$ cat src/brc_pkg.sv
package brc_pkg;

  // Modulus of the recurrence.
  localparam logic [15:0] CK_MOD = 16'hFFFF;

  // Position weights and the offset used to seed the current term.
  localparam logic [7:0] ALPHA_MUL    = 8'd17;
  localparam logic [7:0] BETA_MUL     = 8'd31;
  localparam logic [7:0] FIRST_OFFSET = 8'd7;

  // Reset and restart values of the recurrence state.
  localparam logic [15:0] TERM_RESET = 16'd1;
  localparam logic [7:0]  POS_RESET  = 8'd0;
  localparam logic [7:0]  POS_START  = 8'd1;

  // Reduce a 25-bit value mod 65535. Since 2^16 = 1 (mod 65535), the upper
  // bits fold onto the lower half. The sum stays below twice the modulus,
  // so one compare and subtract finishes it.
  function automatic logic [15:0] fold_mod(input logic [24:0] x);
    logic [16:0] sum;
    logic [16:0] red;
    sum = {8'd0, x[24:16]} + {1'b0, x[15:0]};
    red = sum - {1'b0, CK_MOD};
    fold_mod = (sum >= {1'b0, CK_MOD}) ? red[15:0] : sum[15:0];
  endfunction

  // (1 - m) mod 65535 for m already reduced to 0..65534.
  function automatic logic [15:0] neg_wrap(input logic [15:0] m);
    logic [16:0] r;
    logic [16:0] red;
    r = 17'h10000 - {1'b0, m};
    red = r - {1'b0, CK_MOD};
    neg_wrap = (r >= {1'b0, CK_MOD}) ? red[15:0] : r[15:0];
  endfunction

endpackage

$ cat src/byte_recurrence_checksum.sv
// Byte recurrence checksum. Message bytes arrive one beat at a time on the
// input channel, with first_byte marking the start of a message and
// last_byte marking its end; one checksum beat leaves on the output channel
// for every byte marked last, and no beat for any other byte. A byte marked
// first reseeds the recurrence (previous term 1, current term data_byte + 7);
// every other byte at position i forms (data_byte + 17i) * current
// - 31i * previous modulo 65535, the position weights taken mod 256 and a
// negative difference mapped to (1 - magnitude) mod 65535. Bytes seen before
// any first byte continue from the reset state. The block takes one byte per
// clock cycle while the input is not stalled: the only loop is the update of
// the recurrence state, which holds two small multipliers (9x16 and 8x16
// bits), a 25-bit compare and subtract, and a mod-65535 fold. An accepted
// byte is registered in the input register, and its checksum, if any, is
// then registered in the output register, from which the checksum beat is
// offered. The input stalls only while the input register holds a byte
// marked last and the output register still holds an untaken checksum;
// bytes not marked last keep flowing even then.
module byte_recurrence_checksum
  import brc_pkg::*;
(
  input  logic        clk,
  input  logic        rst,
  input  logic        in_valid,
  output logic        in_stall,
  input  logic [7:0]  data_byte,
  input  logic        first_byte,
  input  logic        last_byte,
  output logic        out_valid,
  input  logic        out_stall,
  output logic [15:0] checksum
);

  // Input register.
  logic       hold_valid;
  logic [7:0] hold_byte;
  logic       hold_first;
  logic       hold_last;

  // Recurrence state.
  logic [15:0] prev_term;
  logic [15:0] cur_term;
  logic [7:0]  position;

  logic [15:0] cur_term_next;
  logic [7:0]  position_next;

  // Datapath of the update.
  logic [7:0]  alpha;
  logic [7:0]  beta;
  logic [8:0]  factor;
  logic [24:0] prod_a;
  logic [24:0] prod_b;
  logic [24:0] diff;
  logic        a_ge_b;
  logic [15:0] diff_mod;
  logic [15:0] step_term;

  logic out_free;
  logic hold_move;
  logic hold_fire;

  // The output register can take a new beat when empty or being drained.
  assign out_free  = !out_valid || !out_stall;
  // A held byte that makes no result never waits on the output side.
  assign hold_move = !hold_valid || !hold_last || out_free;
  assign hold_fire = hold_valid && hold_move;
  assign in_stall  = !hold_move;

  always_comb begin
    alpha    = position * ALPHA_MUL;
    beta     = position * BETA_MUL;
    factor   = {1'b0, hold_byte} + {1'b0, alpha};
    prod_a   = {16'd0, factor} * {9'd0, cur_term};
    prod_b   = {17'd0, beta} * {9'd0, prev_term};
    a_ge_b   = prod_a >= prod_b;
    diff     = a_ge_b ? (prod_a - prod_b) : (prod_b - prod_a);
    diff_mod = fold_mod(diff);
    step_term = a_ge_b ? diff_mod : neg_wrap(diff_mod);

    if (hold_first) begin
      cur_term_next = {8'd0, hold_byte} + {8'd0, FIRST_OFFSET};
      position_next = POS_START;
    end else begin
      cur_term_next = step_term;
      position_next = position + 8'd1;
    end
  end

  always_ff @(posedge clk) begin
    if (rst) begin
      hold_valid <= 1'b0;
    end else if (hold_move) begin
      hold_valid <= in_valid;
    end
  end

  always_ff @(posedge clk) begin
    if (hold_move) begin
      hold_byte  <= data_byte;
      hold_first <= first_byte;
      hold_last  <= last_byte;
    end
  end

  always_ff @(posedge clk) begin
    if (rst) begin
      prev_term <= TERM_RESET;
      cur_term  <= TERM_RESET;
      position  <= POS_RESET;
    end else if (hold_fire) begin
      prev_term <= hold_first ? TERM_RESET : cur_term;
      cur_term  <= cur_term_next;
      position  <= position_next;
    end
  end

  always_ff @(posedge clk) begin
    if (rst) begin
      out_valid <= 1'b0;
    end else if (hold_fire && hold_last) begin
      out_valid <= 1'b1;
    end else if (!out_stall) begin
      out_valid <= 1'b0;
    end
  end

  always_ff @(posedge clk) begin
    if (hold_fire && hold_last) begin
      checksum <= cur_term_next;
    end
  end

  // The reduced term never reaches the modulus itself.
  assert property (@(posedge clk) disable iff (rst) cur_term != CK_MOD)
    else $error("current term not reduced");

  assert property (@(posedge clk) disable iff (rst) out_valid |-> checksum != CK_MOD)
    else $error("checksum not reduced");

  // A first byte reseeds the previous term and the position.
  assert property (@(posedge clk) disable iff (rst)
      hold_fire && hold_first |=> prev_term == TERM_RESET && position == POS_START)
    else $error("first byte did not restart the recurrence");

  // A last byte always loads the output register.
  assert property (@(posedge clk) disable iff (rst) hold_fire && hold_last |=> out_valid)
    else $error("checksum beat lost");

  // The input stalls only behind a last byte blocked by a full output.
  assert property (@(posedge clk) disable iff (rst)
      in_stall |-> hold_valid && hold_last && out_valid && out_stall)
    else $error("input stalled without cause");

endmodule
$ cat config.mk
export PLATFORM = sky130hd
export DESIGN_NAME = byte_recurrence_checksum
export DESIGN_NICKNAME = d
export VERILOG_FILES = /design/src/brc_pkg.sv /design/src/byte_recurrence_checksum.sv
export SDC_FILE = /design/constraint.sdc
export NUM_CORES = 1
export LEC_CHECK = 0
export BUFFER_PORTS_ARGS = -buffer_cell sky130_fd_sc_hd__buf_2
export CORE_MARGIN = 5
export CORE_UTILIZATION = 50
export DETAILED_ROUTE_END_ITERATION = 8
export PLACE_DENSITY_LB_ADDON = 0.12
export SETUP_SLACK_MARGIN = 0.4
export SYNTH_ARGS = -nofsm -noshare
export SYNTH_HDL_FRONTEND = slang
export SYNTH_SLANG_ARGS = --single-unit
$ cat constraint.sdc
create_clock -name clk -period 43.9 [get_ports clk]
set_clock_uncertainty 0.05 [all_clocks]
set_input_delay 8.78 -clock clk [delete_from_list [all_inputs] [get_ports clk]]
set_output_delay 8.78 -clock clk [all_outputs]
set_load 0.05 [all_outputs]
==> key figures <==
Run status
  – Outcome: completed

Critical path
  – Critical path type: flip-flop to flip-flop
  – Worst-path maximum fanout: 30
  – Crit start category: flip-flop
  – Slowest CP cell: ha_1
  – CP bufs+invs: 9
  – Most used cell, CP: a21oi_1
  – Max incr delay on CP: roughly 0.60 ns
  – Critical path endpoint category: flip-flop
  – WP data required: 43.93 ns
  – Largest delay share family, worst path: compound AO/OA/AOI/OAI gates
  – Worst Path Arrival: roughly 19 ns

Place
  – Half-perimeter wire length after placement: roughly 37 mm
  – # placed instances: ~2500
  – Port buffer count: 31
  – Placer congestion estimate: ~0.93

CTS
  – Longest Clk Path Bufs: 2
  – CTS tree: built
  – CTS Hold Bufs: 0
  – CTS Sinks: just under 70
  – Worst skew pair latency: approximately 0.35 ns
  – H-Tree Depth: 3
  – Post-CTS setup buffers: 0
  – CTS clk-pin slew, worst paths: approximately 0.060 ns
  – Cts bufs inserted: 9
  – CTS Root Cell: clkbuf_16
  – Post-CTS Resized: 0

STA
  – Worst-margin pin slew: between 0.9 and 1 ns
  – F_max: about 0.053 GHz
  – Pins Over Slew Limit: 0
  – RSZ-0062 raised after global routing: no
  – Worst hold slack: 0.4407 ns
  – Relative slew slack: 0.3715
  – TNS Setup: 0 ns
  – Final Cycle Share: 0.4288
  – Fin crit period: ~19 ns
  – Hold Violations, Final: 0
  – Final setup viols: 0

Worst hold path
  – Worst min-delay path category: flip-flop to flip-flop

Yosys
  – Simple-gate share of the synthesized area: 0.2094
  – FF+latch count, synth: 68
  – Synth area leader: fa_1
  – Post-synthesis compound-gate area fraction: 0.1663
  – Mux cell area share after synthesis: 0.01034
  – Largest family of logic cells by synthesized area: adder cells
  – Number of library cell types mapped by synthesis: 92
  – Post-Synth XOR/XNOR Area: 0.05769
  – Synth area leaders: fa_1, ha_1, inv_1
  – Post-synthesis sequential area ratio: 0.09710
  – Post-Synth Adder-Cell Area: 0.3671
  – Post-synth EDFFs: 26
  – Post-Syn Nets: 2460
  – Avg Inst Size Synth: roughly 8.0 µm²
  – Warnings, synthesis: 0
  – Synthesized instance count: 2075
  – Synth top area share: 0.2362
  – Most instantiated cells after synthesis: inv_1, nand2_1, fa_1, ha_1, a21oi_1
  – Post-synthesis cell area: 0.01670 mm²
  – Leading register cell type out of synthesis: dfxtp_1
  – Top-count cell post-synth: inv_1
  – Async S/R FF share, synth: 0

Final layout
  – Synth-to-Final Area Change: 4.952%
  – Multi-input gate area: approximately 0.014 mm²
  – Nets: around 2400
  – Fillers: 3261
  – # diodes: 0
  – Share of cells above drive strength 1: 0.05258
  – Register Area: 0.001622 mm²
  – Final non-filler cell total: roughly 2500

Route
  – Post-route DRC: 0
  – 1st-pass router iterations: 5
  – Average routed wire per standard cell: approximately 18 µm
  – Initial DRC count: around 720
  – Drt via density: 5.644
  – Routed Antenna Nets: 0
  – WL final: approximately 45 mm
  – Vias after detailed routing: 14121

Global routing
  – Largest net degree at the start of global routing: 39
  – Congestion Overflow GR: 0
  – All-layer global routing usage: 0.2469
  – Antenna violations before repair: 0
  – Vias in the first global route: between 10000 and 15000
  – Global-route wire length before repair: roughly 74 mm

Die
  – Die footprint: between 0.03 and 0.04 mm²
  – Die X: approximately 190 µm
  – Core area: ~0.033 mm²
  – IO Count: 32
  – FP Rows: 67
  – Die extent in y: 192.8 µm
  – Initial Util: 0.5018

Job
  – Max-Cap Viols: 0
## per-layer routing
metal  global-route usage  vias up  part of all wire
met5                    0        -                 0
met1               0.3387     6950              0.46
met3              0.02804       55             0.041
li1                     -     6787                 -
met2               0.4195      329              0.48
met4              0.05677        0             0.021
## cells by family after synthesis
group,after synthesis
AOI/OAI and AO/OA,419
muxes,17
adders and majority gates,372
xor gates and xnor gates,110
and+or+nand+nor,691
buffers and inverters,398
DFF,68
## area by class of cell
| cell class | count | share of cell area |
|---|---|---|
| multi-input cells | 1609 | 0.7747 |
| well taps | 448 | 0.03198 |
| repair buffers | 46 | 0.01528 |
| flip-flops and latches | 68 | 0.09252 |
| inverters | 315 | 0.06746 |
| clock buffers | 10 | 0.01306 |
| clock inverters | 6 | 0.004997 |
## final timing paths
| check | from | to | slack (ns) | cells past startpoint |
|---|---|---|---|---|
| max | position[0]$_SDFFE_PP0P_ | checksum[7]$_DFFE_PP_ | 25.08 | 74 |
| min reg2reg | out_valid$_SDFFE_PP0P_ | out_valid$_SDFFE_PP0P_ | 0.44 | 2 |
| max reg2reg | position[0]$_SDFFE_PP0P_ | checksum[7]$_DFFE_PP_ | 25.08 | 74 |
| min | out_valid$_SDFFE_PP0P_ | out_valid$_SDFFE_PP0P_ | 0.44 | 2 |
## stage by stage
| step | util | setup WS [ns] | area, µm² |
|---|---|---|---|
| finish | 0.5266 | 25.08 | 17530 |
| global placement | 0.5171 | 25.23 | 17210 |
| CTS | 0.5266 | 25.23 | 17530 |
| detailed placement | 0.5171 | 25.24 | 17210 |
| floorplan | - | 25.40 | 16700 |
| global route | 0.5266 | 23.63 | 17530 |
## state kept, by name, indices dropped and copies added, names as in the netlist
name,count
hold_last,1
hold_valid,1
prev_term,16
cur_term,16
hold_first,1
out_valid,1
position,8
checksum,16
hold_byte,8
## tightest hold or removal path, stage by stage (launching register included)
cell,delay [ns]
dfxtp_1,0.33
nand2_1,0.06
a21oi_1,0.05
## placed cells by master, fill, tap and decap left out, drive strengths merged, types with 47 or more instances in the layout
cell / n
inv: 316
o21bai: 47
ha: 174
xnor2: 89
fa: 197
and2: 139
nor2: 97
o21ai: 59
a21oi: 149
nand2: 256
Power is left out: the tool's default activity adds up to more than one toggle a clock period on the data nets, which glitch-free logic cannot reach.
